[config.mk]
export PLATFORM = sky130hd
export DESIGN_NAME = rolling_abs_sum_spike_monitor
export DESIGN_NICKNAME = d
export VERILOG_FILES = /design/src/design/rasm_pkg.sv /design/src/design/rasm_cell.sv /design/src/design/rasm_skid.sv /design/src/design/rolling_abs_sum_spike_monitor.sv
export SDC_FILE = /design/constraint.sdc
export NUM_CORES = 2
export LEC_CHECK = 0
export ABC_CLOCK_PERIOD_IN_PS = 15470
export BUFFER_PORTS_ARGS = -buffer_cell sky130_fd_sc_hd__buf_2
export CORE_AREA = 5 5 267 269
export DETAILED_ROUTE_END_ITERATION = 8
export DIE_AREA = 0 0 272 274
export PLACE_DENSITY = 0.71
export SYNTH_ARGS = -nofsm -noshare
export SYNTH_HDL_FRONTEND = slang
export SYNTH_SLANG_ARGS = --single-unit
export TNS_END_PERCENT = 10
[constraint.sdc]
create_clock -name aclk -period 15.47 [get_ports aclk]
set_clock_uncertainty 0.2 [all_clocks]
set_input_delay 0.7735 -clock aclk [delete_from_list [all_inputs] [get_ports aclk]]
set_output_delay 0.7735 -clock aclk [all_outputs]
set_load 0.02 [all_outputs]
[src/design/rasm_pkg.sv]
package rasm_pkg;

    localparam int DEFAULT_WINDOW = 50;
    localparam int DEFAULT_BATCH  = 50;

    localparam int SAMPLE_W = 16;
    localparam int MAG_W    = 15;
    localparam int SUM_W    = 23;
    localparam int LEVEL_W  = 24;
    localparam int THR_W    = 16;
    localparam int CFG_W    = 23;
    localparam int CFG_IDX_W = 2;
    localparam int S_DATA_W = 16;
    localparam int M_DATA_W = 24;
    localparam int M_USER_W = 3;

    localparam logic [THR_W-1:0] SPIKE_THR_RESET = THR_W'(3000);
    localparam logic [SUM_W-1:0] LOW_SUM_RESET   = SUM_W'(500000);
    localparam logic [SUM_W-1:0] LEVEL_DELTA_RESET = SUM_W'(10000);

    localparam logic [MAG_W-1:0] MAG_MAX = {MAG_W{1'b1}};

    typedef enum logic [CFG_IDX_W-1:0] {
        REG_SPIKE_THR   = 2'd0,
        REG_LOW_SUM     = 2'd1,
        REG_LEVEL_DELTA = 2'd2
    } cfg_reg_t;

    // what one ring cell is told to do
    typedef struct packed {
        logic shift;
        logic clear;
    } cell_ctrl_t;

    typedef struct packed {
        logic [SUM_W-1:0] window_sum;
        logic             spike;
        logic             level_changed;
        logic             restart_request;
    } result_t;

endpackage

[src/design/rasm_cell.sv]
module rasm_cell (
    input  logic                        aclk,
    input  logic                        aresetn,
    input  rasm_pkg::cell_ctrl_t        ctrl,
    input  logic [rasm_pkg::MAG_W-1:0]  mag_in,
    output logic [rasm_pkg::MAG_W-1:0]  mag_out
);

    logic [rasm_pkg::MAG_W-1:0] mag_reg;
    logic [rasm_pkg::MAG_W-1:0] mag_next;

    always_comb begin
        mag_next = mag_reg;
        if (ctrl.clear) begin
            mag_next = '0;
        end else if (ctrl.shift) begin
            mag_next = mag_in;
        end
    end

    always_ff @(posedge aclk) begin
        if (!aresetn) begin
            mag_reg <= '0;
        end else begin
            mag_reg <= mag_next;
        end
    end

    assign mag_out = mag_reg;

endmodule

[src/design/rasm_skid.sv]
module rasm_skid (
    input  logic                aclk,
    input  logic                aresetn,
    input  logic                in_valid,
    output logic                in_ready,
    input  rasm_pkg::result_t   in_data,
    output logic                out_valid,
    input  logic                out_ready,
    output rasm_pkg::result_t   out_data
);

    logic              out_valid_reg, out_valid_next;
    logic              skid_valid_reg, skid_valid_next;
    rasm_pkg::result_t out_data_reg, out_data_next;
    rasm_pkg::result_t skid_data_reg, skid_data_next;
    logic              take;

    assign in_ready = !skid_valid_reg;
    assign take     = in_valid && in_ready;

    always_comb begin
        out_valid_next  = out_valid_reg;
        skid_valid_next = skid_valid_reg;
        out_data_next   = out_data_reg;
        skid_data_next  = skid_data_reg;
        if (!out_valid_reg || out_ready) begin
            if (skid_valid_reg) begin
                out_valid_next  = 1'b1;
                out_data_next   = skid_data_reg;
                skid_valid_next = 1'b0;
            end else begin
                out_valid_next = take;
                out_data_next  = in_data;
            end
        end else if (take) begin
            skid_valid_next = 1'b1;
            skid_data_next  = in_data;
        end
    end

    always_ff @(posedge aclk) begin
        if (!aresetn) begin
            out_valid_reg  <= 1'b0;
            skid_valid_reg <= 1'b0;
        end else begin
            out_valid_reg  <= out_valid_next;
            skid_valid_reg <= skid_valid_next;
        end
    end

    always_ff @(posedge aclk) begin
        out_data_reg  <= out_data_next;
        skid_data_reg <= skid_data_next;
    end

    assign out_valid = out_valid_reg;
    assign out_data  = out_data_reg;

endmodule

[src/design/rolling_abs_sum_spike_monitor.sv]
// Throughput: one item per cycle while s_tready is high; each result is registered
// in the output stage. The magnitude ring is a row of WINDOW cells that shifts
// once per sample, so the running sum is one subtract and one add per item.
// A two-deep output stage keeps s_tready high while one result waits on m_tready.
// Reset (aresetn low, synchronous) clears the ring, the sum, the counters, the
// previous sample and the level, and loads the registers with their defaults.
module rolling_abs_sum_spike_monitor #(
    parameter int WINDOW = rasm_pkg::DEFAULT_WINDOW,
    parameter int BATCH  = rasm_pkg::DEFAULT_BATCH
) (
    input  logic                             aclk,
    input  logic                             aresetn,
    // configuration write port
    input  logic                             cfg_wr_en,
    input  logic [rasm_pkg::CFG_IDX_W-1:0]   cfg_addr,
    input  logic [rasm_pkg::CFG_W-1:0]       cfg_wr_data,
    // input items
    input  logic                             s_tvalid,
    output logic                             s_tready,
    input  logic [rasm_pkg::S_DATA_W-1:0]    s_tdata,   // [15:0] sample
    input  logic                             s_tuser,   // [0] cmd
    // result items
    output logic                             m_tvalid,
    input  logic                             m_tready,
    output logic [rasm_pkg::M_DATA_W-1:0]    m_tdata,   // [22:0] window_sum, [23] zero
    output logic [rasm_pkg::M_USER_W-1:0]    m_tuser    // [0] spike, [1] level_changed,
                                                        // [2] restart_request
);

    localparam int POS_W = (BATCH > 1) ? $clog2(BATCH) : 1;
    localparam logic [POS_W-1:0] BATCH_LAST = POS_W'(BATCH - 1);
    localparam int DIFF_W = rasm_pkg::SAMPLE_W + 1;
    localparam int LDIFF_W = rasm_pkg::LEVEL_W + 1;
    localparam logic signed [rasm_pkg::LEVEL_W-1:0] WINDOW_S = rasm_pkg::LEVEL_W'(WINDOW);

    // ------------------------------------------------------------------
    // Configuration registers
    // ------------------------------------------------------------------
    logic [rasm_pkg::THR_W-1:0] spike_thr_reg, spike_thr_next;
    logic [rasm_pkg::SUM_W-1:0] low_sum_reg, low_sum_next;
    logic [rasm_pkg::SUM_W-1:0] level_delta_reg, level_delta_next;

    always_comb begin
        spike_thr_next   = spike_thr_reg;
        low_sum_next     = low_sum_reg;
        level_delta_next = level_delta_reg;
        if (cfg_wr_en) begin
            unique case (rasm_pkg::cfg_reg_t'(cfg_addr))
                rasm_pkg::REG_SPIKE_THR: begin
                    spike_thr_next = cfg_wr_data[rasm_pkg::THR_W-1:0];
                end
                rasm_pkg::REG_LOW_SUM: begin
                    low_sum_next = cfg_wr_data;
                end
                rasm_pkg::REG_LEVEL_DELTA: begin
                    level_delta_next = cfg_wr_data;
                end
                default: begin
                    // unmapped index: drop the write
                end
            endcase
        end
    end

    always_ff @(posedge aclk) begin
        if (!aresetn) begin
            spike_thr_reg   <= rasm_pkg::SPIKE_THR_RESET;
            low_sum_reg     <= rasm_pkg::LOW_SUM_RESET;
            level_delta_reg <= rasm_pkg::LEVEL_DELTA_RESET;
        end else begin
            spike_thr_reg   <= spike_thr_next;
            low_sum_reg     <= low_sum_next;
            level_delta_reg <= level_delta_next;
        end
    end

    // ------------------------------------------------------------------
    // Item decode
    // ------------------------------------------------------------------
    logic                                  accept;
    logic                                  ready_int;
    logic                                  is_restart_cmd;
    logic signed [rasm_pkg::SAMPLE_W-1:0]  sample;
    logic [rasm_pkg::MAG_W-1:0]            mag;

    assign s_tready       = ready_int;
    assign accept         = s_tvalid && ready_int;
    assign is_restart_cmd = s_tuser;
    assign sample         = $signed(s_tdata);

    // Magnitude, saturate the most negative sample at full scale
    always_comb begin
        if (!sample[rasm_pkg::SAMPLE_W-1]) begin
            mag = sample[rasm_pkg::MAG_W-1:0];
        end else if (sample[rasm_pkg::MAG_W-1:0] == '0) begin
            mag = rasm_pkg::MAG_MAX;
        end else begin
            mag = rasm_pkg::MAG_W'(-sample);
        end
    end

    // ------------------------------------------------------------------
    // Magnitude ring: a row of cells, oldest magnitude at the far end
    // ------------------------------------------------------------------
    rasm_pkg::cell_ctrl_t        cell_ctrl;
    logic [rasm_pkg::MAG_W-1:0]  ring_tap [WINDOW];
    logic [rasm_pkg::MAG_W-1:0]  oldest;

    assign oldest = ring_tap[WINDOW-1];

    for (genvar i = 0; i < WINDOW; i++) begin : g_ring
        if (i == 0) begin : g_head
            rasm_cell u_cell (
                .aclk    (aclk),
                .aresetn (aresetn),
                .ctrl    (cell_ctrl),
                .mag_in  (mag),
                .mag_out (ring_tap[i])
            );
        end else begin : g_body
            rasm_cell u_cell (
                .aclk    (aclk),
                .aresetn (aresetn),
                .ctrl    (cell_ctrl),
                .mag_in  (ring_tap[i-1]),
                .mag_out (ring_tap[i])
            );
        end
    end

    // ------------------------------------------------------------------
    // Window state
    // ------------------------------------------------------------------
    logic [rasm_pkg::SUM_W-1:0]           sum_reg, sum_next;
    logic [POS_W-1:0]                     pos_reg, pos_next;
    logic signed [rasm_pkg::SAMPLE_W-1:0] prev_reg, prev_next;
    logic signed [rasm_pkg::LEVEL_W-1:0]  level_reg, level_next;

    logic [rasm_pkg::SUM_W-1:0]           sum_upd;
    logic signed [DIFF_W-1:0]             diff;
    logic [DIFF_W-1:0]                    adiff;
    logic signed [LDIFF_W-1:0]            ldiff;
    logic [LDIFF_W-1:0]                   aldiff;
    logic                                 batch_end;
    logic                                 spike;
    logic                                 changed;
    logic                                 low_sum;
    logic signed [rasm_pkg::LEVEL_W-1:0]  ref_level;
    rasm_pkg::result_t                    result;

    // Drop the oldest magnitude and add the new one; wraps like the 23-bit sum
    assign sum_upd = sum_reg - rasm_pkg::SUM_W'(oldest) + rasm_pkg::SUM_W'(mag);

    assign diff  = DIFF_W'(sample) - DIFF_W'(prev_reg);
    assign adiff = diff[DIFF_W-1] ? DIFF_W'(-diff) : DIFF_W'(diff);

    assign ldiff  = LDIFF_W'(level_reg) - $signed({2'b00, sum_upd});
    assign aldiff = ldiff[LDIFF_W-1] ? LDIFF_W'(-ldiff) : LDIFF_W'(ldiff);

    assign batch_end = (pos_reg == BATCH_LAST);
    assign spike     = (pos_reg != '0) && (adiff > DIFF_W'(spike_thr_reg));
    assign changed   = batch_end && (aldiff > LDIFF_W'(level_delta_reg));
    assign low_sum   = batch_end && (sum_upd < low_sum_reg);

    // Restart level: reference sample scaled by the window length
    assign ref_level = rasm_pkg::LEVEL_W'(rasm_pkg::LEVEL_W'(sample) * WINDOW_S);

    always_comb begin
        sum_next   = sum_reg;
        pos_next   = pos_reg;
        prev_next  = prev_reg;
        level_next = level_reg;
        cell_ctrl  = '0;
        result     = '0;
        if (accept) begin
            if (is_restart_cmd) begin
                // load the level, clear the window
                sum_next        = '0;
                pos_next        = '0;
                prev_next       = '0;
                level_next      = ref_level;
                cell_ctrl.clear = 1'b1;
            end else begin
                sum_next        = sum_upd;
                pos_next        = batch_end ? '0 : pos_reg + 1'b1;
                prev_next       = sample;
                cell_ctrl.shift = 1'b1;
                if (changed) begin
                    level_next = $signed({1'b0, sum_upd});
                end
                if (low_sum) begin
                    // sum fell too low: clear the window and ask for a new axis
                    sum_next        = '0;
                    prev_next       = '0;
                    cell_ctrl.clear = 1'b1;
                end
                result.window_sum      = low_sum ? '0 : sum_upd;
                result.spike           = spike;
                result.level_changed   = changed;
                result.restart_request = low_sum;
            end
        end
    end

    always_ff @(posedge aclk) begin
        if (!aresetn) begin
            sum_reg   <= '0;
            pos_reg   <= '0;
            prev_reg  <= '0;
            level_reg <= '0;
        end else begin
            sum_reg   <= sum_next;
            pos_reg   <= pos_next;
            prev_reg  <= prev_next;
            level_reg <= level_next;
        end
    end

    // ------------------------------------------------------------------
    // Output stage
    // ------------------------------------------------------------------
    rasm_pkg::result_t out_data;

    rasm_skid u_skid (
        .aclk      (aclk),
        .aresetn   (aresetn),
        .in_valid  (accept),
        .in_ready  (ready_int),
        .in_data   (result),
        .out_valid (m_tvalid),
        .out_ready (m_tready),
        .out_data  (out_data)
    );

    assign m_tdata = {1'b0, out_data.window_sum};
    assign m_tuser = {out_data.restart_request, out_data.level_changed, out_data.spike};

endmodule

==> run_results.csv <==
group,metric,value,unit
clocking,clk-insertion-delay-late,0.65,ns
critical_path,cp-startpoint,"s_tdata[0]",
global_routing,grt_pass1_wl,129,mm
status,status,"completed",
synth,syn-num-nets,3809,
place,place_congestion,0.911,
final_layout,final_util,60.7,%
critical_path,crit_arrival,10.75,ns
clocking,h-tree-depth,3,
routing,finalWirelength,79.6,mm
routing,viasPerCell,5.80,
final_layout,finalNetCount,3774,
timing,clock.fmax,94.2,MHz
synth,synth_seq_cells,935,
timing,setup_viol,0,
die,initial_core_util,54.8,%
final_layout,seq_area,19200,um^2
job,maxCapViolations,0,
timing,timing.hold.ws,0.178,ns
synth,synth_edf_count,52,
die,die_y,274,um
critical_path,crit_path_max_incr_delay,0.59,ns
critical_path,cp_slowest_cell,"nor2_1",
critical_path,path_max_fanout,14,
power_and_ir_drop,power.total,7.00,mW
critical_path,crit_top_cell,"nor2_1",
final_layout,fillers,5707,
critical_path,r2r-start,"g_ring[49].g_body.u_cell.mag_out[1]$_SDFFE_PP0P_",
final_layout,final_design_area_no_fill,41500,um^2
synth,yosysSeqAreaShare,51.4,%
synth,synthDominantCellAreaShare,47.2,%
clocking,cts_tree,"done",
routing,wire_per_inst,17.8,um
power_and_ir_drop,ir_drop,0.121,mV
final_layout,largest_reg_flops,735,
global_routing,grt_pass1_vias,24400,
clocking,cts_hold_buf,0,
routing,drc_errors,0,
routing,firstDrtPassIters,5,
routing,ant_nets,0,
power_and_ir_drop,power.density,169,nW/um^2
final_layout,diodes,0,
die,die_w,272,um
clocking,post_cts_buffers,0,
place,dp_hpwl,51.8,mm
synth,synth.area.top_cells,"dfxtp_1 47%, a22o_1 17%, ha_1 6.0%",
global_routing,grt-ovfl-total,0,
die,die_area,74500,um^2
clocking,root_buffer,"clkbuf_16",
timing,layout_setup_ws,4.86,ns
timing,slew_headroom,22.3,%
final_layout,multiInputGateArea,16400,um^2
die,num_rows,96,
timing,setup_tns,0,ns
routing,vias,26000,
final_layout,instances_no_fill,4473,
synth,async_flop_share,0,%
clocking,clock-sinks,935,
synth,synthFlopType,"dfxtp_1",
synth,synth_area,37400,um^2
synth,synth_area_leader_cell,"dfxtp_1",
synth,syn_avg_cell_area,10.5,um^2
synth,yosys_warnings,0,
power_and_ir_drop,leakage,17.0,nW
final_layout,drive_gt1_share,8.72,%
global_routing,grt_usage,20.7,%
worst_hold_path,worst_hold_path_type,"input pin to register",
place,dp.cells,4305,
critical_path,crit_path_start_kind,"input pin",
die,ioPinCount,76,
timing,finalCriticalPeriod,10.61,ns
critical_path,r2r_slack,6.28,ns
global_routing,antenna_found_initial,1,
die,core_area,68300,um^2
place,place_ws,4.36,ns
timing,hold_viol,0,
clocking,cts_buffers,92,
timing,maxSlewViolCount,0,
synth,ys_types,101,
worst_hold_path,min-delay-start,"cfg_wr_data[18]",
final_layout,syn2layout_area_growth,10.8,%
routing,drt_iter0_drc,2037,
critical_path,required,15.61,ns
critical_path,critPathKind,"input pin to register",
clocking,clockBufferDepth,3,
timing,worst_slew_pin_slew,1.17,ns
timing,rsz0062_at_grt,"false",
place,post_dp_cell_area,38300,um^2
synth,synthCells,3552,
clocking,post_cts_resized,0,
timing,min_period_over_period,68.6,%
critical_path,end_kind,"register",
global_routing,grt_max_degree,233,
place,port_buffers,74,
clocking,path_clk_slew,0.06,ns
==> worst max-delay path: cells and delay by family <==
kind | cells | cell delay (ns)
xor gates and xnor gates | 2 | 0.41
adders and majority gates | 6 | 2.13
buffers and inverters | 4 | 0.66
AOI/OAI and AO/OA | 20 | 3.98
and+or+nand+nor | 18 | 2.77
==> power breakdown <==
group	total [mW]	internal (mW)	switching [mW]	leakage, nW
sequential	2.51	2.48	0.0288	7.66
combinational	2.19	0.815	1.37	7.83
clock	2.29	1.36	0.932	1.55
==> final timing paths <==
check	cells past startpoint	to
max	50	u_skid.out_data[1]$_DFFE_PP_
min	3	low_sum_reg[18]$_SDFFE_PN1P_
max reg2reg	41	u_skid.out_data[1]$_DFFE_PP_
min reg2reg	2	g_ring[0].g_head.u_cell.mag_out[14]$_SDFFE_PP0P_
==> routing by layer <==
| metal | up-vias | global-route usage (%) | part of all wire (%) |
|---|---|---|---|
| met2 | 538 | 31.4 | 43 |
| met3 | 115 | 3.28 | 5.4 |
| met1 | 12400 | 30.5 | 49 |
| met4 | 0 | 6.05 | 2.2 |
| met5 | - | 0 | 0 |
| li1 | 12900 | - | - |
==> cells by family after synthesis <==
| family | after synthesis | synth area share (%) |
|---|---|---|
| other | 1 | 0.0100 |
| flip-flops | 935 | 51.4 |
| AND/OR/NAND/NOR | 567 | 6.93 |
| multiplexers | 8 | 0.224 |
| buffers and inverters | 490 | 4.99 |
| XOR/XNOR | 108 | 2.60 |
| AO/OA/AOI/OAI | 1227 | 26.0 |
| adder cells (fa/ha/maj) | 216 | 7.81 |
==> final cells by class <==
type	count	area share, %
well taps	882	2.66
clock inverters	33	1.22
flip-flops and latches	935	46.4
multi-input cells	2127	39.4
clock buffers	135	6.45
repair buffers	105	1.51
inverters	256	2.32
==> layout by cell type, fill, tap and decap left out, drive strengths merged, types with 52 or more instances in the layout <==
| master | n |
|---|---|
| inv | 260 |
| nor2 | 136 |
| nand2 | 249 |
| dfxtp | 883 |
| a21oi | 144 |
| a21o | 59 |
| edfxtp | 52 |
| o21ai | 110 |
| buf | 105 |
| xnor2 | 75 |
| ha | 179 |
| a22o | 717 |
| clkbuf | 135 |
==> Yosys cell counts, drive strengths merged, types with 5 or more instances <==
cell     instances
a211oi          26
a21boi           6
a21o            59
a21oi          144
a22o           717
a311oi           9
a31oi            9
and2            15
and3            15
buf             23
clkbuf         211
dfxtp          883
edfxtp          52
fa              31
ha             179
inv            256
maj3             6
mux2i            5
nand2          249
nand2b          20
nand3           37
nand4           18
nor2           136
nor2b           14
nor3            24
nor4             6
o2111ai          6
o211ai          28
o21a            19
o21ai          110
o21bai          15
o221a            5
o22ai           11
o31ai           16
o32ai           10
or2              6
or3              6
xnor2           75
xor2            32
Note: power is estimated with default switching activity, not from simulation.
